[config.mk]
export PLATFORM = sky130hd
export DESIGN_NAME = cmt_fifo
export DESIGN_NICKNAME = d
export VERILOG_FILES = /design/src/cmt_fifo.sv
export SDC_FILE = /design/constraint.sdc
export NUM_CORES = 1
export LEC_CHECK = 0
export BUFFER_PORTS_ARGS = -buffer_cell sky130_fd_sc_hd__buf_4
export CAP_MARGIN = 20
export CORE_ASPECT_RATIO = 0.7
export CORE_MARGIN = 4
export CORE_UTILIZATION = 30
export DETAILED_ROUTE_END_ITERATION = 6
export PLACE_DENSITY_LB_ADDON = 0.05
export SYNTH_ARGS = -nofsm -noshare
export SYNTH_HDL_FRONTEND = slang
export SYNTH_SLANG_ARGS = --single-unit
[constraint.sdc]
create_clock -name clock -period 3.55 [get_ports clock]
set_input_delay 0.1775 -clock clock [delete_from_list [all_inputs] [get_ports clock]]
set_output_delay 0.1775 -clock clock [all_outputs]
set_load 0.02 [all_outputs]
[src/cmt_fifo.sv]
// Small register queue used between front and back and on the result side.
`timescale 1ns / 1ps
module cmt_fifo #(
   parameter int WIDTH = 8,
   parameter int DEPTH = 2,
   localparam int PW = (DEPTH > 1) ? $clog2(DEPTH) : 1,
   localparam int CW = $clog2(DEPTH + 1)
) (
   input  logic             clock,
   input  logic             reset,
   input  logic             push,
   input  logic [WIDTH-1:0] push_data,
   output logic             full,
   input  logic             pop,
   output logic [WIDTH-1:0] pop_data,
   output logic             empty
);

   logic [WIDTH-1:0] slot_ff [DEPTH];
   logic [PW-1:0]    wr_ptr_ff, wr_ptr_in;
   logic [PW-1:0]    rd_ptr_ff, rd_ptr_in;
   logic [CW-1:0]    count_ff, count_in;
   logic             do_push, do_pop;

   assign full     = (count_ff == CW'(DEPTH));
   assign empty    = (count_ff == '0);
   assign do_push  = push && !full;
   assign do_pop   = pop && !empty;
   assign pop_data = slot_ff[rd_ptr_ff];

   always_comb begin
      wr_ptr_in = wr_ptr_ff;
      rd_ptr_in = rd_ptr_ff;
      count_in  = count_ff;
      if (do_push) begin
         wr_ptr_in = (wr_ptr_ff == PW'(DEPTH - 1)) ? '0 : wr_ptr_ff + 1'b1;
      end
      if (do_pop) begin
         rd_ptr_in = (rd_ptr_ff == PW'(DEPTH - 1)) ? '0 : rd_ptr_ff + 1'b1;
      end
      if (do_push && !do_pop) begin
         count_in = count_ff + 1'b1;
      end else if (do_pop && !do_push) begin
         count_in = count_ff - 1'b1;
      end
   end

   always_ff @(posedge clock) begin
      if (reset) begin
         wr_ptr_ff <= '0;
         rd_ptr_ff <= '0;
         count_ff  <= '0;
      end else begin
         wr_ptr_ff <= wr_ptr_in;
         rd_ptr_ff <= rd_ptr_in;
         count_ff  <= count_in;
      end
   end

   always_ff @(posedge clock) begin
      if (do_push) begin
         slot_ff[wr_ptr_ff] <= push_data;
      end
   end

endmodule

==> qor.csv, run 1 <==
metric,value,unit
status,completed,
share of the synthesized area in the top cell type,60.6,%
final-report hold violation count,0,
CP max stage cell,or3_1,
area of the multi-input gates,200,µm²
Std-Cell Rows,15,
PortBufs,21,
drt pass-1 iters,3,
Tightest Pin Transition,396,ps
leakage,0.406,nW
HPWL after DPL,921,µm
Hold Crit Start,push_data[7],
fin nets,88,
total track usage,7.42,%
"Seq/Total Area, Yosys",73.2,%
clock network power share,19.9,%
placed insts,104,
post-route ant nets,0,
vias in the first global route,420,
layout cells sized above 1,45.9,%
num ports,22,
"CP delay by family, top",compound AO/OA/AOI/OAI gates,
Power Density,722,nW/µm²
Synth area leader,edfxtp_1,
Core ar.,2500,µm²
number of max-cap violations,0,
Worst Skew,4.86,ps
RR Endpoint,count_ff[1],
# setup viols final,0,
Root Buffer,clkbuf_8,
Tmin final,1560,ps
Initial Utilization,31.8,%
Sequential Area,581,µm²
total grt overflow,0,
post-CTS sizing,0,
Post-Syn Area per Cell,15.9,µm²
Switching Fraction,31.1,%
crit path launch,count_ff[0],
Post-CTS Setup Bufs,0,
Worst IR Drop VDD,0.310,mV
# DRC,0,
latest clock arrival within the worst-skew pair,250,ps
post-synthesis cell count,50,
P_int,0.000515,W
most frequent cells in the layout,"buf_4, edfxtp_1, mux2_2, nor2_1, dfxtp_1",
Clock transition at path regs,70,ps
H-tree levels,1,
total negative setup slack,0,ps
first-pass GRT wire length,1890,µm
Clock Tree Buf Depth,2,
CTS Hold Bufs,0,
initial antenna violation count,0,
crit-path max cell delay,380,ps
largest net degree at the start of global routing,13,
CTS tree,built,
Worst R2R Path Depth,4,
"Distinct cells, synth",13,
Worst setup SP type,register,
Synth-to-Final Area Change,30.4,%
reg2reg start,count_ff[0],
WS Path Type,register to register,
Initial DRC Count,10,
ranking of synthesized cells by area,"edfxtp_1, dfxtp_1, mux2_2",
mapped cell area,793,µm²
synth warn,0,
die height,51.0,µm
WHS Endpoint,slot_ff[1][7],
Total Wirelength,1230,µm
DR WL/cell,11.4,µm
Comb pwr share,33.9,%
CTS Sinks,21,
Worst Hold Class,primary input to register,
Die Area,3540,µm²
Yosys reg bits,21,
Mapped Nets,63,
Num CTS Buffers,3,
non-filler cells in the finished layout,108,
via count,451,
RSZ-0062 raised after global routing,false,
worst path cell trace,"o21ai_0, ha_1, or3_1, a21oi_1",
hold path depth,1,
slew margin rel.,73.6,%
Vias/cell,4.18,
fmax,0.640,GHz
Final GP Congestion,0.678,
Reg power frac,46.2,%
Arrival @ worst endpoint,1750,ps
ANT cells,0,
crit share post-route,44.0,%
worst path buffer plus inverter count,0,
worst reg2reg setup slack,1990,ps
Max Fanout on Critical Path,5,
switching power,0.000232,W
Fill cells,236,
max-slew violations,0,
Critical Path RT,3740,ps
Die X,69.5,µm
CP endpoint kind,register,
"commonest non-fill, non-tap cell in the layout",buf_4,
-- worst reg2reg max path, stage by stage, from the launching register on --
cell and delay, ps:
dfxtp_1 360, o21ai_0 310, ha_1 320, or3_1 380
a21oi_1 140
-- cell type report --
cell class	count	area share, %
clock inverter	1	0.484
multi-input combinational	26	19.3
tap	34	4.11
inverter	2	0.726
sequential	21	56.1
clock buffer	3	3.99
timing repair buffer	21	15.2
-- flip-flops by register name (all words and copies together) (netlist names), named ones only --
signal and cells:
slot_ff 16, count_ff 2, rd_ptr_ff 1, wr_ptr_ff 1
-- synthesized netlist by cell type --
master / instances
xor2_1: 3
and2_1: 1
ha_1: 1
o21ai_0: 3
or3_1: 2
dfxtp_1: 5
mux2_2: 8
inv_1: 2
a21oi_1: 2
edfxtp_1: 16
buf_2: 1
nor2_1: 5
nor2b_2: 1
-- cells by family after synthesis --
logic type                 count (synthesis)  synth area share, %
AOI/OAI and AO/OA                          5                 3.15
xor gates and xnor gates                   3                 3.31
adders and majority gates                  1                 1.58
buffers and inverters                      3                 1.58
DFF                                       21                 73.2
muxes                                      8                 11.4
and+or+nand+nor                            9                 5.84
-- power groups by stage --
| stage | clock (W) | combinational, W | sequential [W] |
|---|---|---|---|
| floorplan | 0 | 0.000178 | 0.000334 |
| detailed placement | 0 | 0.000258 | 0.000351 |
| global placement | 0 | 0.000259 | 0.000353 |
| finish | 0.000148 | 0.000253 | 0.000345 |
| global route | 0.000163 | 0.000275 | 0.000351 |
| CTS | 0.000154 | 0.000259 | 0.000346 |
-- worst max-delay path by stage --
stage / to / depth (start not counted)
after floorplan: count_ff[1] / 5
after detailed placement: count_ff[1] / 4
final: count_ff[1] / 4
after global placement: count_ff[1] / 4
after global routing: count_ff[1] / 5
after CTS: count_ff[1] / 4
-- per-stage QoR --
| step | utilization [%] | hold slack (ps) | area, µm² | setup slack, ps | total power, W |
|---|---|---|---|---|---|
| after floorplan | - | 247 | 793 | 1960 | 0.000512 |
| after detailed placement | 39.6 | 365 | 988 | 1980 | 0.000609 |
| after CTS | 41.5 | 96.4 | 1030 | 1970 | 0.000759 |
| final | 41.5 | 103 | 1030 | 1990 | 0.000747 |
| after global placement | 39.6 | 365 | 988 | 2020 | 0.000612 |
| after global routing | 41.5 | 90.6 | 1030 | 1910 | 0.000790 |
-- layer usage --
layer	vias up	global-route usage [%]	routed length (µm)
li1	230	-	-
met1	205	8.42	564
met2	14	10.9	566
met3	2	4.52	78
met4	0	3.90	23
met5	-	0	0
Power figures use the tool's default switching activity.
==> inputs of run 2 (changes only) <==
--- a/config.mk
+++ b/config.mk
@@ -5,6 +5,7 @@
 export SDC_FILE = /design/constraint.sdc
 export NUM_CORES = 1
 export LEC_CHECK = 0
+export ABC_AREA = 1
 export BUFFER_PORTS_ARGS = -buffer_cell sky130_fd_sc_hd__buf_4
 export CAP_MARGIN = 20
 export CORE_ASPECT_RATIO = 0.7
==> constraint.sdc (replaced) <==
create_clock -name clock -period 1.4 [get_ports clock]
set_input_delay 0.07 -clock clock [delete_from_list [all_inputs] [get_ports clock]]
set_output_delay 0.07 -clock clock [all_outputs]
set_load 0.02 [all_outputs]
==> run 2 against run 1 <==
Effect of this change:
- clock-buffer cell count unchanged
- clock skew decreased by 1.1 ps
- global-route usage is 1.3 points higher
- highest routed layer is now met3
- area after synthesis increased by 4.4%
- critical path type is now register to output pin
==> qor.csv, run 2 <==
metric,value,unit,change
Final GP Congestion,0.735,,+8.4%
placed insts,120,,+15%
Std-Cell Rows,15,,unchanged
total negative setup slack,0,ps,unchanged
crit share post-route,92.5,%,
non-filler cells in the finished layout,133,,+23%
fmax,0.772,GHz,
"Distinct cells, synth",16,,+3
Yosys reg bits,21,,unchanged
Worst Skew,3.72,ps,-1.14 ps
largest reg by FF count,slot_ff,,
ANT cells,0,,unchanged
biggest regs,"slot_ff x16, count_ff x2",,
fin nets,113,,+28%
"commonest non-fill, non-tap cell in the layout",buf_4,,
Arrival @ worst endpoint,1230,ps,-520 ps
CP endpoint kind,output pin,,
synth warn,0,,unchanged
Critical Path RT,1330,ps,-2410 ps
final instance area,1200,µm²,+16%
Fill cells,245,,+3.8%
Die Area,3680,µm²,+3.8%
Vias/cell,4.08,,-2.2%
WL met3,94,µm,+21%
Initial Utilization,32.5,%,+0.67 points
WS Path Type,register to output pin,,
Post-Syn Area per Cell,13.4,µm²,-16%
Clock Tree Buf Depth,2,,unchanged
"count leader, synth",edfxtp_1,,
post-route ant nets,0,,unchanged
Max Fanout on Critical Path,8,,+3
ys flop type,edfxtp_1,,
total grt overflow,0,,unchanged
Initial DRC Count,23,,+13
Commonest cells post-synth,"edfxtp_1, nor2_1, mux2_2",,
most frequent cells in the layout,"buf_4, edfxtp_1, nor2_1, mux2_2, dlygate4sd3_1",,
layout cells sized above 1,47.5,%,+1.5 points
share of the synthesized area in the top cell type,58.0,%,-2.6 points
vias in the first global route,571,,+36%
HPWL after DPL,956,µm,+3.8%
latest clock arrival within the worst-skew pair,250,ps,about the same
"Seq/Total Area, Yosys",70.1,%,-3.1 points
CTS tree,built,,
met2 WL,721,µm,+27%
post-synthesis cell count,62,,+24%
number of max-cap violations,0,,unchanged
Synth area leader,edfxtp_1,,
Mapped Nets,75,,+19%
final-report hold violation count,0,,unchanged
Synth-to-Final Area Change,45.5,%,
total track usage,8.77,%,+1.3 points
ranking of synthesized cells by area,"edfxtp_1, dfxtp_1, mux2_2",,
Worst setup SP type,register,,
status,completed,,
max-slew violations,0,,unchanged
DR WL/cell,11.1,µm,-2.8%
number of synthesized flops with an enable pin,16,,unchanged
via count,543,,+20%
largest net degree at the start of global routing,13,,unchanged
Num CTS Buffers,3,,unchanged
Tightest Pin Transition,247,ps,-150 ps
Tmin final,1300,ps,
num ports,22,,unchanged
Power Density,1700,nW/µm²,+140%
Max Used Layer,met3,,
slew margin rel.,83.5,%,+10 points
H-tree levels,1,,unchanged
Root Buffer,clkbuf_8,,
first-pass GRT wire length,2430,µm,+28%
Clock transition at path regs,70,ps,about the same
leakage,0.494,nW,+22%
CTS Sinks,21,,unchanged
asr flop ratio synth,0,%,unchanged
Total Wirelength,1480,µm,+20%
Worst Hold Class,primary input to register,,
Area after DPL,1050,µm²,+6.6%
# setup viols final,0,,unchanged
M1 WL,660,µm,+17%
Die X,70.8,µm,+1.9%
Core ar.,2550,µm²,+2.3%
initial antenna violation count,0,,unchanged
drt pass-1 iters,4,,+1
mapped cell area,828,µm²,+4.4%
die height,52.0,µm,+1.8%
PortBufs,21,,unchanged
final hold slack,100,ps,-2.38 ps
max reg flops,16,,unchanged
# DRC,0,,unchanged
Worst IR Drop VDD,0.728,mV,+140%
## run 2: worst max-delay path, cell delays in order (launching register included)
cell and delay [ps]:
dfxtp_2 450, mux2_2 370, buf_4 160
## run 2: per-layer routing
layer	global-route usage, %	vias up
met1	10.4	245
met4	1.88	0
met5	0	-
met3	4.25	0
li1	-	285
met2	14.5	13
## run 2: power by group
part           switching, W  internal (W)  total [W]
registers         0.0000758      0.000800   0.000876
clock network      0.000184      0.000198   0.000382
logic              0.000407      0.000381   0.000788
## run 2: final timing paths
| check | to | slack (ps) | depth (start not counted) | startpoint |
|---|---|---|---|---|
| worst min-delay path | count_ff[1] | 100 | 4 | reset |
| worst max register to register | count_ff[1] | 120 | 9 | count_ff[1] |
| worst max-delay path | pop_data[2] | 100 | 2 | register |
| worst min register to register | wr_ptr_ff | 520 | 2 | wr_ptr_ff |
## run 2: logic make-up after synthesis
group / synth area share, %
muxes: 10.9
AOI/OAI and AO/OA: 4.53
DFF: 70.1
and+or+nand+nor: 8.31
buffers and inverters: 4.68
adders and majority gates: 1.51
## run 2: through the flow
step           utilization [%]  power, W  setup WS, ps
3_5_place_dp              41.3   0.00161          79.8
2_1_floorplan                -   0.00132          78.8
4_1_cts                   46.3   0.00202          58.6
3_3_place_gp              41.3   0.00162          86.3
6_report                  47.2   0.00205           104
5_1_grt                   47.2   0.00220         -1.40
## run 2: timing repair
item,in CTS,in global routing
pin swaps,0,1
resized for setup,1,5
setup endpoints to repair,8,2
hold endpoints to repair,16,0
hold buffers,8,0
setup buffers,0,1
## run 2: area by class of cell
type | instances | area [µm²] | area share [%]
flip-flops and latches | 21 | 583 | 48.4
repair buffers | 34 | 275 | 22.8
well taps | 34 | 42.5 | 3.53
inverters | 9 | 33.8 | 2.80
multi-input cells | 31 | 224 | 18.6
clock inverters | 1 | 5.00 | 0.415
clock buffers | 3 | 41.3 | 3.43
==> inputs of run 3 (changes only) <==
==> constraint.sdc (replaced) <==
create_clock -name clock -period 1.1 [get_ports clock]
set_input_delay 0.055 -clock clock [delete_from_list [all_inputs] [get_ports clock]]
set_output_delay 0.055 -clock clock [all_outputs]
set_load 0.02 [all_outputs]
==> run 3 against run 2 <==
Effect of this change:
- the flow now finishes with violations (setup timing)
- sequential power grew 27%
- cell count grew 5.3%
- clock skew is essentially flat
- hold slack lost 12 ps
- critical path depth grew 1
- die area is the same
- first-iteration DRC count grew 8.7%
- clock-buffer cell count grew 1
- global-route usage grew 0.58 points
- non-clock buffer count grew 7
- worst setup slack lost 230 ps
- clock power grew 28%
- critical path type unchanged
- critical endpoint is now pop_data[6]
==> qor.csv, run 3 (synthesized netlist as in run 2, its figures left out) <==
metric,value,unit,change
leakage,0.583,nW,+18%
drt pass-1 iters,4,,unchanged
Final GP Congestion,0.725,,-1.4%
Critical Path RT,1040,ps,-290 ps
WS Path Type,register to output pin,,
failing checks,setup timing,,
Worst IR Drop VDD,0.907,mV,+25%
Initial DRC Count,25,,+8.7%
Tightest Pin Transition,162,ps,-84.7 ps
Num CTS Buffers,3,,unchanged
Worst Skew,3.63,ps,-0.0824 ps
CTS Sinks,21,,unchanged
post-route ant nets,0,,unchanged
Die X,70.8,µm,unchanged
ANT cells,0,,unchanged
Area after DPL,1150,µm²,+9.1%
Die Area,3680,µm²,unchanged
Place WS,-120,ps,-200 ps
"commonest non-fill, non-tap cell in the layout",buf_4,,
Root Buffer,clkbuf_8,,
CTS tree,built,,
vias in the first global route,571,,unchanged
final instance area,1410,µm²,+17%
initial antenna violation count,0,,unchanged
via count,580,,+6.8%
crit share post-route,112,%,
hold path depth,4,,unchanged
die height,52.0,µm,unchanged
most frequent cells in the layout,"buf_4, edfxtp_1, buf_6, mux2_4, dlygate4sd3_1",,
Max Fanout on Critical Path,8,,unchanged
layout cells sized above 1,57.5,%,+10 points
fin nets,120,,+6.2%
num ports,22,,unchanged
latest clock arrival within the worst-skew pair,250,ps,about the same
Comb pwr share,48.7,%,+10 points
Core ar.,2550,µm²,unchanged
Power Density,2220,nW/µm²,+31%
Worst Hold Class,primary input to register,,
Vias/cell,4.14,,+1.5%
Arrival @ worst endpoint,1170,ps,-60 ps
Clock transition at path regs,70,ps,about the same
biggest regs,"slot_ff x16, count_ff x2",,
status,"finished, violations left",,
final hold slack,88.2,ps,-12.2 ps
total track usage,9.34,%,+0.58 points
RSZ-0062 raised after global routing,true,,
total grt overflow,0,,unchanged
first-pass GRT wire length,2570,µm,+6.0%
Total Wirelength,1510,µm,+2.1%
Setup WS post-layout,-127,ps,-231 ps
Worst setup SP type,register,,
H-tree levels,1,,unchanged
fmax,0.815,GHz,
Std-Cell Rows,15,,unchanged
# setup viols final,14,,+14
Worst R2R Path Depth,7,,-2
max-slew violations,0,,unchanged
Clock Tree Buf Depth,2,,unchanged
Final Util,55.2,%,+8.0 points
largest reg by FF count,slot_ff,,
HPWL after DPL,1100,µm,+15%
Switching Fraction,31.5,%,-1.0 points
clock network power share,15.6,%,-3.1 points
final-report hold violation count,0,,unchanged
largest net degree at the start of global routing,12,,-1
PortBufs,21,,unchanged
number of max-cap violations,0,,unchanged
Reg power frac,35.6,%,-7.2 points
P_int,0.00214,W,+55%
Tmin final,1230,ps,
Initial Utilization,32.5,%,unchanged
CP endpoint kind,output pin,,
# DRC,0,,unchanged
max reg flops,16,,unchanged
slew margin rel.,89.2,%,+5.7 points
DR WL/cell,10.8,µm,-3.0%
switching power,0.000986,W,+48%
Synth-to-Final Area Change,70.2,%,
total negative setup slack,-1220,ps,-1220 ps
-- run 3: path summary, 6_finish.rpt --
kind                                   from     endpoint  slack, ps
worst max-delay path               register  pop_data[6]       -130
worst min-delay path                  reset  count_ff[0]         90
worst max register to register  count_ff[0]  count_ff[1]        -90
worst min register to register    wr_ptr_ff    wr_ptr_ff        500
-- run 3: area by class of cell --
type,instances,area [µm²]
clock buffers,4,45.0
flip-flops and latches,21,588
fillers,228,1140
multi-input cells,31,293
repair buffers,41,405
well taps,34,42.5
inverters,9,36.3
-- run 3: critical path: stages, from the launching register on --
cell     delay [ps]
dfxtp_2         340
buf_12          130
mux2_4          310
buf_6           130
-- run 3: timing repair --
action,4_1_cts,5_1_grt
endpoints found under the setup margin,12,21
pin swaps,4,2
buffers inserted,3,2
cloned,0,0
gates resized for setup,26,5
hold buffers,8,0
hold endpoints to repair,16,0
-- run 3: power by group through the flow --
| stage | clock, W | combinational [W] | sequential, W |
|---|---|---|---|
| 6_report | 0.000488 | 0.00152 | 0.00111 |
| 3_3_place_gp | 0 | 0.00120 | 0.00110 |
| 2_1_floorplan | 0 | 0.000674 | 0.00111 |
| 4_1_cts | 0.000512 | 0.00150 | 0.00111 |
| 3_5_place_dp | 0 | 0.00120 | 0.00110 |
| 5_1_grt | 0.000556 | 0.00165 | 0.00113 |
-- run 3: per-layer routing --
layer	share of wire (%)	up-vias	global-route usage, %
li1	-	301	-
met1	46	260	10.8
met2	47	15	15.7
met3	5.4	4	4.25
met4	1.3	0	2.81
met5	0	-	0
-- run 3: stage by stage --
step / power (W) / cells
6_report: 0.00313 / 140
5_1_grt: 0.00334 / 140
4_1_cts: 0.00312 / 140
3_5_place_dp: 0.00230 / 125
3_3_place_gp: 0.00230 / 125
2_1_floorplan: 0.00178 / 62
