`src/cmt_pkg.sv`:
```
// Package with types and constants of the CAN identifier mailbox table.
`timescale 1ns / 1ps
package cmt_pkg;

   localparam int CMT_TABLE_ENTRIES = 64;
   localparam int CMT_QUEUE_DEPTH   = 2;

   localparam int MODE_W  = 2;
   localparam int INDEX_W = 6;
   localparam int ID_W    = 29;
   localparam int DATA_W  = 64;
   localparam int SEC_W   = 6;

   localparam logic [MODE_W-1:0] MODE_LOAD  = 2'd0;
   localparam logic [MODE_W-1:0] MODE_FRAME = 2'd1;
   localparam logic [MODE_W-1:0] MODE_READ  = 2'd2;

   typedef enum logic [1:0] {
      OP_LOAD,
      OP_FRAME,
      OP_READ,
      OP_NONE
   } op_type;

   typedef enum logic [2:0] {
      ST_IDLE,
      ST_EXEC,
      ST_SCAN,
      ST_COPY,
      ST_READ_OUT
   } state_type;

   typedef struct packed {
      op_type               op;
      logic [INDEX_W-1:0]   entry;
      logic [ID_W-1:0]      id;
      logic [DATA_W-1:0]    data;
      logic [SEC_W-1:0]     sec;
   } cmd_type;

   typedef struct packed {
      logic                 match_found;
      logic                 snapshot_taken;
      logic [ID_W-1:0]      read_id;
      logic [DATA_W-1:0]    read_data;
   } rsp_type;

endpackage

```
`src/cmt_fifo.sv`:
```
// Small register queue used between front and back and on the result side.
`timescale 1ns / 1ps
module cmt_fifo #(
   parameter int WIDTH = 8,
   parameter int DEPTH = 2,
   localparam int PW = (DEPTH > 1) ? $clog2(DEPTH) : 1,
   localparam int CW = $clog2(DEPTH + 1)
) (
   input  logic             clock,
   input  logic             reset,
   input  logic             push,
   input  logic [WIDTH-1:0] push_data,
   output logic             full,
   input  logic             pop,
   output logic [WIDTH-1:0] pop_data,
   output logic             empty
);

   logic [WIDTH-1:0] slot_ff [DEPTH];
   logic [PW-1:0]    wr_ptr_ff, wr_ptr_in;
   logic [PW-1:0]    rd_ptr_ff, rd_ptr_in;
   logic [CW-1:0]    count_ff, count_in;
   logic             do_push, do_pop;

   assign full     = (count_ff == CW'(DEPTH));
   assign empty    = (count_ff == '0);
   assign do_push  = push && !full;
   assign do_pop   = pop && !empty;
   assign pop_data = slot_ff[rd_ptr_ff];

   always_comb begin
      wr_ptr_in = wr_ptr_ff;
      rd_ptr_in = rd_ptr_ff;
      count_in  = count_ff;
      if (do_push) begin
         wr_ptr_in = (wr_ptr_ff == PW'(DEPTH - 1)) ? '0 : wr_ptr_ff + 1'b1;
      end
      if (do_pop) begin
         rd_ptr_in = (rd_ptr_ff == PW'(DEPTH - 1)) ? '0 : rd_ptr_ff + 1'b1;
      end
      if (do_push && !do_pop) begin
         count_in = count_ff + 1'b1;
      end else if (do_pop && !do_push) begin
         count_in = count_ff - 1'b1;
      end
   end

   always_ff @(posedge clock) begin
      if (reset) begin
         wr_ptr_ff <= '0;
         rd_ptr_ff <= '0;
         count_ff  <= '0;
      end else begin
         wr_ptr_ff <= wr_ptr_in;
         rd_ptr_ff <= rd_ptr_in;
         count_ff  <= count_in;
      end
   end

   always_ff @(posedge clock) begin
      if (do_push) begin
         slot_ff[wr_ptr_ff] <= push_data;
      end
   end

endmodule

```
`src/cmt_front.sv`:
```
// Front end: accepts requests, decodes the mode and queues commands.
`timescale 1ns / 1ps
module cmt_front
   import cmt_pkg::*;
#(
   parameter int TABLE_ENTRIES = CMT_TABLE_ENTRIES
) (
   input  logic               clock,
   input  logic               reset,
   input  logic               req_push,
   output logic               req_full,
   input  logic [MODE_W-1:0]  req_mode,
   input  logic [INDEX_W-1:0] req_entry_index,
   input  logic [ID_W-1:0]    req_can_id,
   input  logic [DATA_W-1:0]  req_frame_data,
   input  logic [SEC_W-1:0]   req_rtc_seconds,
   input  logic               cmd_pop,
   output logic               cmd_valid,
   output cmd_type            cmd
);

   cmd_type                  cmd_push;
   logic                     in_range;
   logic                     cmd_empty;
   logic [$bits(cmd_type)-1:0] cmd_bits;

   assign in_range = (int'(req_entry_index) < TABLE_ENTRIES);

   always_comb begin
      cmd_push.entry = req_entry_index;
      cmd_push.id    = req_can_id;
      cmd_push.data  = req_frame_data;
      cmd_push.sec   = req_rtc_seconds;
      case (req_mode)
         MODE_LOAD:  cmd_push.op = in_range ? OP_LOAD : OP_NONE;
         MODE_FRAME: cmd_push.op = OP_FRAME;
         MODE_READ:  cmd_push.op = in_range ? OP_READ : OP_NONE;
         default:    cmd_push.op = OP_NONE;
      endcase
   end

   cmt_fifo #(
      .WIDTH ($bits(cmd_type)),
      .DEPTH (CMT_QUEUE_DEPTH)
   ) u_cmd_queue (
      .clock     (clock),
      .reset     (reset),
      .push      (req_push),
      .push_data (cmd_push),
      .full      (req_full),
      .pop       (cmd_pop),
      .pop_data  (cmd_bits),
      .empty     (cmd_empty)
   );

   assign cmd_valid = !cmd_empty;
   assign cmd       = cmd_type'(cmd_bits);

endmodule

```
`config.mk`:
```
export PLATFORM = sky130hd
export DESIGN_NAME = cmt_front
export DESIGN_NICKNAME = d
export VERILOG_FILES = /design/src/cmt_pkg.sv /design/src/cmt_fifo.sv /design/src/cmt_front.sv
export SDC_FILE = /design/constraint.sdc
export NUM_CORES = 1
export LEC_CHECK = 0
export BUFFER_PORTS_ARGS = -buffer_cell sky130_fd_sc_hd__buf_4
export CORE_UTILIZATION = 50
export DETAILED_ROUTE_END_ITERATION = 10
export PLACE_DENSITY = 0.81
export REMOVE_ABC_BUFFERS = 1
export SYNTH_ARGS = -nofsm -noshare
export SYNTH_HDL_FRONTEND = slang
export SYNTH_HIERARCHICAL = 1
export SYNTH_SLANG_ARGS = --single-unit
```
`constraint.sdc`:
```
create_clock -name clock -period 6.2 [get_ports clock]
set_clock_uncertainty 0.1 [all_clocks]
set_input_delay 0.62 -clock clock [delete_from_list [all_inputs] [get_ports clock]]
set_output_delay 0.62 -clock clock [all_outputs]
set_load 0.01 [all_outputs]
```
==> flow_summary_export.csv, run 1 <==
group,metric,value,unit
synth,synthDistinctLibCells,16,
route,routed_wl,14830,µm
final_layout,nNetsFinal,705,
grt,grt-ovfl-total,0,
final_layout,postLayoutCoreUtil,66.89,%
hold_path,hp-class,"in -> reg",
route,avgRoutedWirePerCell,17.98,µm
final_layout,multi_input_area,1430,µm²
die,initial_utilization,50.95,%
final_layout,fillers,1067,
die,std_cell_rows,46,
grt,grt_pass1_vias,4352,
cts,root_buffer,"clkbuf_16",
die,dieArea,16640,µm²
route,drtAntennaViolNets,0,
grt,grtUsageTotal,17.41,%
route,drc,0,
die,die_w,129.0,µm
timing,hold_viol,0,
route,dr.max_layer_used,"met4",
grt,grt_pass1_wl,22050,µm
route,firstDrtPassIters,4,
route,drt_iter0_drc,198,
cts,cts_resized,0,
cts,ctsHtreeMaxLevel,1,
critical_path,worstSetupPathType,"reg -> out",
hold_path,hold_path_depth,1,
route,vias,4044,
cts,cts_num_sinks,219,
cts,clock_latency,480,ps
route,route.met2.wl,7555,µm
die,fp.dieH,129.0,µm
run_status,status,"complete, no violations",
synth,synthCells,361,
pwr,peakVddDrop,331.3,µV
synth,ys_seq_elements,219,
route,wl_met1,5777,µm
timing,rsz0062_at_grt,"no",
route,viasPerCell,4.902,
critical_path,worstPathMaxFanout,74,
grt,grt_max_degree,75,
final_layout,syn2layout_area_growth,31.30,%
synth,yosysWarnings,6,
critical_path,critPathRequiredTime,5480,ps
placement,gp_congestion,0.7092,
pwr,p_leak,0.003994,µW
final_layout,regArea,6530,µm²
die,core_area,15830,µm²
final_layout,layout_common_cells,"buf_4, edfxtp_1, mux2_2",
synth,syn_area_per_cell,22.34,µm²
pwr,powerDensity,407.4,nW/µm²
hold_path,min_from,"req_can_id[9]",
timing,timing.final.crit_period,3473,ps
cts,cts_tree,"done",
critical_path,crit_path_start_kind,"flop",
critical_path,worst_ep_arrival_time,2750,ps
timing,timing.fmax,287.9,MHz
grt,grt_antenna_before_repair,0,
placement,hpwl,9539,µm
route,wl_met3,1250,µm
die,io_pins,220,
timing,tns,0,ps
critical_path,r2r_slack,3510,ps
timing,setup_violations,0,
timing,maxSlewHeadroom,27.16,%
cts,postCtsHoldBufs,0,
critical_path,r2r-start,"u_cmd_queue/count_ff[0]$_SDFFE_PP0P_",
critical_path,r2r_end,"u_cmd_queue/slot_ff[0][104]$_DFFE_PP_",
synth,synth_area,8064,µm²
run,drv_cap,0,
hold_path,worstHoldEndpoint,"u_cmd_queue/slot_ff[1][79]$_DFFE_PP_",
cts,post_cts_buffers,0,
critical_path,reg2reg_depth,4,
timing,slew_viol_final,0,
synth,yosysSeqAreaShare,80.93,%
timing,worst_pin_slew,1093,ps
final_layout,final_common_cell,"buf_4",
final_layout,drive_above_1_share,59.44,%
pwr,finalPower,4313,µW
cts,cts.clk_slew.worst_paths,60,ps
cts,cts_buffers,22,
critical_path,cp-end-kind,"output port",
final_layout,diodes,0,
cts,clock_path_buffers,3,
placement,port_buffers,219,
timing,fin_crit_sh,56.02,%
[state kept, by name, summed over array words and instances, names as in the netlist, named ones only]
| name | cells |
|---|---|
| u_cmd_queue/count_ff | 2 |
| u_cmd_queue/rd_ptr_ff | 1 |
| u_cmd_queue/slot_ff | 214 |
| u_cmd_queue/wr_ptr_ff | 1 |
[Yosys cell counts]
cell	n	area, µm²
xor2_1	3	26.28
o21ai_0	3	15.01
nor2b_2	1	8.760
ha_1	1	12.51
nor2_1	5	18.77
mux2_2	77	867.1
a21oi_1	2	10.01
clkbuf_1	2	7.510
or3_1	2	12.51
inv_1	3	11.26
mux2_4	30	450.4
buf_6	5	56.30
buf_2	7	35.03
and2_1	1	6.260
dfxtp_1	5	100.1
edfxtp_1	214	6426
[power breakdown]
part | internal [µW] | leakage (µW) | switching, µW
clock | 721 | 0.000324 | 507
sequential | 1860 | 0.00204 | 122
combinational | 617 | 0.00163 | 483
[worst max-delay path, stage by stage (launching register included)]
cell and delay [ps]:
dfxtp_4 1060, buf_4 630, mux2_2 410, buf_4 150
[routing by layer]
metal	global-route usage, %	vias up
met5	0	-
met4	4.775	0
met3	5.613	21
met2	30.62	153
met1	20.57	1983
li1	-	1887
[cell families after synthesis]
family	share of synthesized area [%]
AO/OA/AOI/OAI	0.3103
XOR/XNOR	0.3259
adder cells (fa/ha/maj)	0.1551
buffers and inverters	1.365
flip-flops	80.93
multiplexers	16.34
AND/OR/NAND/NOR	0.5742
[stage by stage]
step | cell area, µm² | setup WS [ps] | hold slack, ps | cells
2_1_floorplan | 7965 | 1904 | 351.6 | 347
3_3_place_gp | 9911 | 3226 | 368.7 | 785
3_5_place_dp | 9911 | 3160 | 392.5 | 785
4_1_cts | 10590 | 2655 | 197.4 | 825
5_1_grt | 10590 | 2563 | 194.9 | 825
6_report | 10590 | 2727 | 214.9 | 825
[worst max path at each step]
stage	endpoint	slack, ps	cells past startpoint
floorplan	cmd[0]	1900	1
global placement	cmd[8]	3230	3
detailed placement	cmd[1]	3160	3
CTS	cmd[29]	2650	3
global route	cmd[29]	2560	3
finish	cmd[1]	2730	3
[layout make-up]
type	count	area share [%]
Sequential cell	219	61.68
Clock inverter	10	0.7090
Multi-Input combinational cell	125	13.51
Tap cell	216	2.553
Inverter	3	0.1300
Clock buffer	30	5.684
Timing Repair Buffer	222	15.74
Power figures use the tool's default switching activity.
==> run 2: changes to the inputs <==
==> constraint.sdc (replaced) <==
create_clock -name clock -period 3.25 [get_ports clock]
set_clock_uncertainty 0.1 [all_clocks]
set_input_delay 0.325 -clock clock [delete_from_list [all_inputs] [get_ports clock]]
set_output_delay 0.325 -clock clock [all_outputs]
set_load 0.01 [all_outputs]
==> flow_summary_export.csv, run 2 (synthesized netlist as in run 1, its figures left out) <==
group,metric,value,unit
cts,cts_buffers,22,
cts,post_cts_buffers,0,
run,drv_cap,0,
timing,worst_slack,701.8,ps
cts,root_buffer,"clkbuf_16",
final_layout,final_common_cell,"buf_4",
timing,tns,0,ps
route,drc,0,
timing,rsz0062_at_grt,"no",
route,firstDrtPassIters,6,
placement,gp_congestion,0.6821,
timing,timing.final.crit_period,2548,ps
timing,slew_viol_final,0,
pwr,p_leak,0.004489,µW
timing,whs,153.3,ps
route,vias,4575,
final_layout,biggestRegsByFlops,"u_cmd_queue/slot_ff (214), u_cmd_queue/count_ff (2)",
timing,timing.fmax,392.4,MHz
die,die_w,129.0,µm
final_layout,largest_register_ffs,214,
final_layout,layout_common_cells,"buf_4, edfxtp_1, dlygate4sd3_1",
cts,cts_num_sinks,219,
cts,ctsHtreeMaxLevel,1,
final_layout,largest_register,"u_cmd_queue/slot_ff",
critical_path,worstSetupPathType,"reg -> out",
die,initial_utilization,50.95,%
die,dieArea,16640,µm²
final_layout,drive_above_1_share,51.32,%
route,drtAntennaViolNets,0,
cts,clock_latency,480,ps
route,avgRoutedWirePerCell,18.47,µm
critical_path,critPathRequiredTime,2820,ps
grt,grt-ovfl-total,0,
timing,fin_crit_sh,78.41,%
critical_path,worst_ep_arrival_time,2120,ps
pwr,peakVddDrop,541.1,µV
route,viasPerCell,4.877,
critical_path,crit_path_start_kind,"flop",
route,drt_iter0_drc,220,
grt,grt_antenna_before_repair,0,
die,io_pins,220,
cts,clock_path_buffers,3,
timing,setup_violations,0,
timing,hold_viol,0,
die,fp.dieH,129.0,µm
critical_path,worstPathMaxFanout,35,
critical_path,r2r_slack,970,ps
placement,placed_cells,791,
pwr,powerDensity,718.0,nW/µm²
placement,hpwl,9949,µm
timing,worst_pin_slew,686.5,ps
die,core_area,15830,µm²
grt,grtUsageTotal,20.22,%
placement,post-place-ws,1016,ps
placement,port_buffers,219,
final_layout,fin_cells,938,
route,routed_wl,17330,µm
die,std_cell_rows,46,
grt,grt_pass1_vias,4771,
final_layout,fillers,907,
grt,grt_pass1_wl,25160,µm
cts,cts_tree,"done",
critical_path,cp-end-kind,"output port",
cts,cts.clk_slew.worst_paths,60,ps
grt,grt_max_degree,46,
hold_path,hp-class,"in -> reg",
run_status,status,"complete, no violations",
final_layout,nNetsFinal,819,
final_layout,syn2layout_area_growth,45.51,%
timing,maxSlewHeadroom,54.23,%
run 2: final cells by class:
type | count | area [µm²] | area share [%]
Inverter | 3 | 13.76 | 0.1173
Sequential cell | 219 | 6530 | 55.65
Clock buffer | 26 | 586.8 | 5.001
Tap cell | 216 | 270.3 | 2.303
Antenna cell | 1 | 2.502 | 0.02133
Clock inverter | 12 | 82.58 | 0.7038
Timing Repair Buffer | 336 | 2818 | 24.01
Multi-Input combinational cell | 125 | 1430 | 12.19
run 2: worst max-delay path, cell delays in order (launching register included):
cell and delay (ps):
dfxtp_4 700, buf_4 380, mux2_2 390, buf_4 150
run 2: final timing paths:
kind / startpoint / to / depth (start not counted)
max: flop / cmd[11] / 3
min: req_push / u_cmd_queue/wr_ptr_ff$_SDFFE_PP0P_ / 4
max reg2reg: u_cmd_queue/count_ff[0]$_SDFFE_PP0P_ / u_cmd_queue/slot_ff[0][53]$_DFFE_PP_ / 4
min reg2reg: u_cmd_queue/wr_ptr_ff$_SDFFE_PP0P_ / u_cmd_queue/wr_ptr_ff$_SDFFE_PP0P_ / 2
run 2: layer usage:
| layer | track usage [%] | share of wire [%] | up-vias |
|---|---|---|---|
| met5 | 0 | 0 | - |
| met4 | 5.882 | 1.8 | 0 |
| li1 | - | - | 2118 |
| met3 | 4.574 | 6.8 | 31 |
| met2 | 36.47 | 53 | 201 |
| met1 | 24.28 | 39 | 2225 |
run 2: through the flow:
step | area, µm² | power, µW | util (%)
floorplan | 7965 | 5033 | -
global placement | 9981 | 5935 | 63.06
detailed placement | 9981 | 6008 | 63.06
CTS | 11730 | 8460 | 74.12
global route | 11730 | 8739 | 74.12
finish | 11730 | 8425 | 74.13
run 2: report_power, final:
group / switching (µW) / internal [µW] / leakage, µW / total (µW)
combinational: 1060 / 1300 / 0.00212 / 2360
clock: 983 / 1360 / 0.000331 / 2350
sequential: 167 / 3550 / 0.00204 / 3720
run 2: timing repair:
action,CTS,global route
hold buffers,108,0
resized for setup,0,0
endpoints found under the hold margin,219,0
==> run 3: changes to the inputs <==
--- a/config.mk
+++ b/config.mk
@@ -5,6 +5,7 @@
 export SDC_FILE = /design/constraint.sdc
 export NUM_CORES = 1
 export LEC_CHECK = 0
+export ABC_AREA = 1
 export BUFFER_PORTS_ARGS = -buffer_cell sky130_fd_sc_hd__buf_4
 export CORE_UTILIZATION = 50
 export DETAILED_ROUTE_END_ITERATION = 10
==> constraint.sdc (replaced) <==
create_clock -name clock -period 2.7 [get_ports clock]
set_clock_uncertainty 0.1 [all_clocks]
set_input_delay 0.27 -clock clock [delete_from_list [all_inputs] [get_ports clock]]
set_output_delay 0.27 -clock clock [all_outputs]
set_load 0.01 [all_outputs]
==> flow_summary_export.csv, run 3 <==
group,metric,value,unit
run_status,status,"complete, no violations",
placement,port_buffers,219,
die,die_w,129.2,µm
critical_path,crit_path_start_kind,"flop",
final_layout,drive_above_1_share,50.48,%
grt,grt_max_degree,61,
critical_path,worstSetupPathType,"reg -> reg",
synth,synth_most_common_cell,"edfxtp_1",
timing,rsz0062_at_grt,"no",
route,drc,0,
synth,synthCells,373,
die,fp.dieH,129.2,µm
final_layout,fin_cells,947,
pwr,peakVddDrop,817.1,µV
timing,slew_viol_final,0,
synth,ys_seq_elements,219,
cts,clock_path_buffers,3,
final_layout,fillers,904,
synth,synth_common_cells,"edfxtp_1, mux2_2, mux2_4",
placement,gp_congestion,0.7732,
cts,cts_num_sinks,219,
synth,synthDominantCellAreaShare,79.44,%
critical_path,r2r_end,"u_cmd_queue/count_ff[1]$_SDFFE_PP0P_",
final_layout,largest_register,"u_cmd_queue/slot_ff",
die,io_pins,220,
synth,yosysSeqAreaShare,80.68,%
critical_path,cp-end-kind,"flop",
grt,grt-ovfl-total,0,
final_layout,nNetsFinal,828,
hold_path,min_from,"cmd_pop",
pwr,p_leak,0.004540,µW
timing,timing.fmax,443.6,MHz
route,viasPerCell,4.851,
timing,fin_crit_sh,83.50,%
timing,setup_violations,0,
synth,yosysTopAreaCell,"edfxtp_1",
final_layout,biggestRegsByFlops,"u_cmd_queue/slot_ff (214), u_cmd_queue/count_ff (2)",
run,drv_cap,0,
die,std_cell_rows,46,
cts,ctsHtreeMaxLevel,1,
synth,synth.area.top_cells,"edfxtp_1, mux2_2, mux2_4",
route,routed_wl,17060,µm
critical_path,critPathRequiredTime,3020,ps
critical_path,reg2reg_depth,9,
cts,cts_buffers,22,
cts,root_buffer,"clkbuf_16",
synth,ys_dominant_reg_cell,"edfxtp_1",
synth,synthDistinctLibCells,16,
route,vias,4594,
pwr,powerDensity,850.1,nW/µm²
die,core_area,15830,µm²
grt,grt_pass1_vias,4944,
route,drt_iter0_drc,246,
timing,timing.final.crit_period,2254,ps
synth,yosysWarnings,6,
grt,grtUsageTotal,20.03,%
critical_path,cp-startpoint,"u_cmd_queue/count_ff[1]$_SDFFE_PP0P_",
die,dieArea,16690,µm²
critical_path,r2r-start,"u_cmd_queue/count_ff[1]$_SDFFE_PP0P_",
cts,cts.clk_slew.worst_paths,60,ps
hold_path,hp-class,"in -> reg",
route,avgRoutedWirePerCell,18.01,µm
final_layout,layout_common_cells,"buf_4, edfxtp_1, dlygate4sd3_1",
cts,cts_tree,"done",
final_layout,diodes,0,
grt,grt_pass1_wl,25360,µm
route,drtAntennaViolNets,0,
final_layout,largest_register_ffs,214,
cts,clock_latency,480,ps
timing,hold_viol,0,
final_layout,syn2layout_area_growth,46.19,%
cts,post_cts_buffers,0,
synth,ys_async_sr_fraction,0,%
critical_path,worstPathMaxFanout,4,
critical_path,r2r_slack,450,ps
synth,synth_edf_count,214,
die,initial_utilization,51.11,%
critical_path,worst_ep_arrival_time,2570,ps
final_layout,final_common_cell,"buf_4",
placement,placed_cells,800,
timing,worst_pin_slew,843.4,ps
placement,hpwl,9939,µm
timing,whs,225.5,ps
timing,maxSlewHeadroom,43.18,%
synth,syn_area_per_cell,21.69,µm²
grt,grt_antenna_before_repair,0,
route,firstDrtPassIters,4,
hold_path,hold_path_depth,4,
synth,synth_area,8089,µm²
-- run 3: critical path, stage by stage (launching register included) --
cell	delay, ps
dfxtp_1	390
inv_1	100
o21ai_0	670
inv_1	190
ha_1	380
inv_1	90
nand3_1	80
nand2_1	60
inv_1	40
nor2_1	90
-- run 3: logic make-up (layout without fill, tap and decap cells) --
family / Yosys count / in the layout / share of synthesized area [%]
flops: 219 / 219 / 80.68
mux: 107 / 107 / 16.29
buf+inv: 24 / 382 / 1.686
simple gates: 16 / 16 / 0.8198
compound gates: 6 / 6 / 0.3711
fa+ha+maj: 1 / 1 / 0.1547
-- run 3: metal layers --
layer | up-vias | GRT usage [%] | share of wire (%)
met5 | - | 0 | 0
met3 | 25 | 4.088 | 6.1
met2 | 170 | 37.54 | 55
met1 | 2257 | 23.40 | 38
li1 | 2142 | - | -
met4 | 0 | 4.983 | 1.5
-- run 3: power breakdown --
part | leakage, µW | total (µW) | internal, µW | switching [µW]
Combinational | 0.00214 | 2630 | 1390 | 1240
Sequential | 0.00204 | 4430 | 4300 | 130
Clock | 0.000363 | 2990 | 1830 | 1170
-- run 3: metrics by stage --
stage / power, µW / cell area [µm²] / setup slack [ps] / util [%] / TNS [ps]
2_1_floorplan: 5933 / 7990 / -2984 / - / -769750
3_3_place_gp: 6903 / 10020 / 752.9 / 63.30 / 0
3_5_place_dp: 6996 / 10020 / 499.3 / 63.30 / 0
4_1_cts: 10110 / 11830 / 479.0 / 74.71 / 0
5_1_grt: 10450 / 11830 / 310.6 / 74.71 / 0
6_report: 10050 / 11830 / 445.6 / 74.71 / 0
-- run 3: worst max-delay path by stage --
stage / depth (start not counted) / to
final: 9 / u_cmd_queue/count_ff[1]$_SDFFE_PP0P_
after global routing: 9 / u_cmd_queue/count_ff[1]$_SDFFE_PP0P_
after CTS: 9 / u_cmd_queue/count_ff[1]$_SDFFE_PP0P_
after detailed placement: 9 / u_cmd_queue/count_ff[1]$_SDFFE_PP0P_
after global placement: 9 / u_cmd_queue/count_ff[1]$_SDFFE_PP0P_
after floorplan: 2 / u_cmd_queue/slot_ff[0][0]$_DFFE_PP_
-- run 3: what timing repair did --
item                                   in CTS  in global routing
endpoints found under the hold margin     217                  0
hold buffers                              108                  0
gates resized for setup                     0                  0
-- run 3: area by class of cell --
class	count	area (µm²)	share of cell area [%]
flip-flops and latches	219	6530	55.22
repair buffers	333	2820	23.85
multi-input cells	130	1441	12.19
clock buffers	30	631.9	5.343
well taps	216	270.3	2.285
clock inverters	9	93.84	0.7936
inverters	10	37.54	0.3174
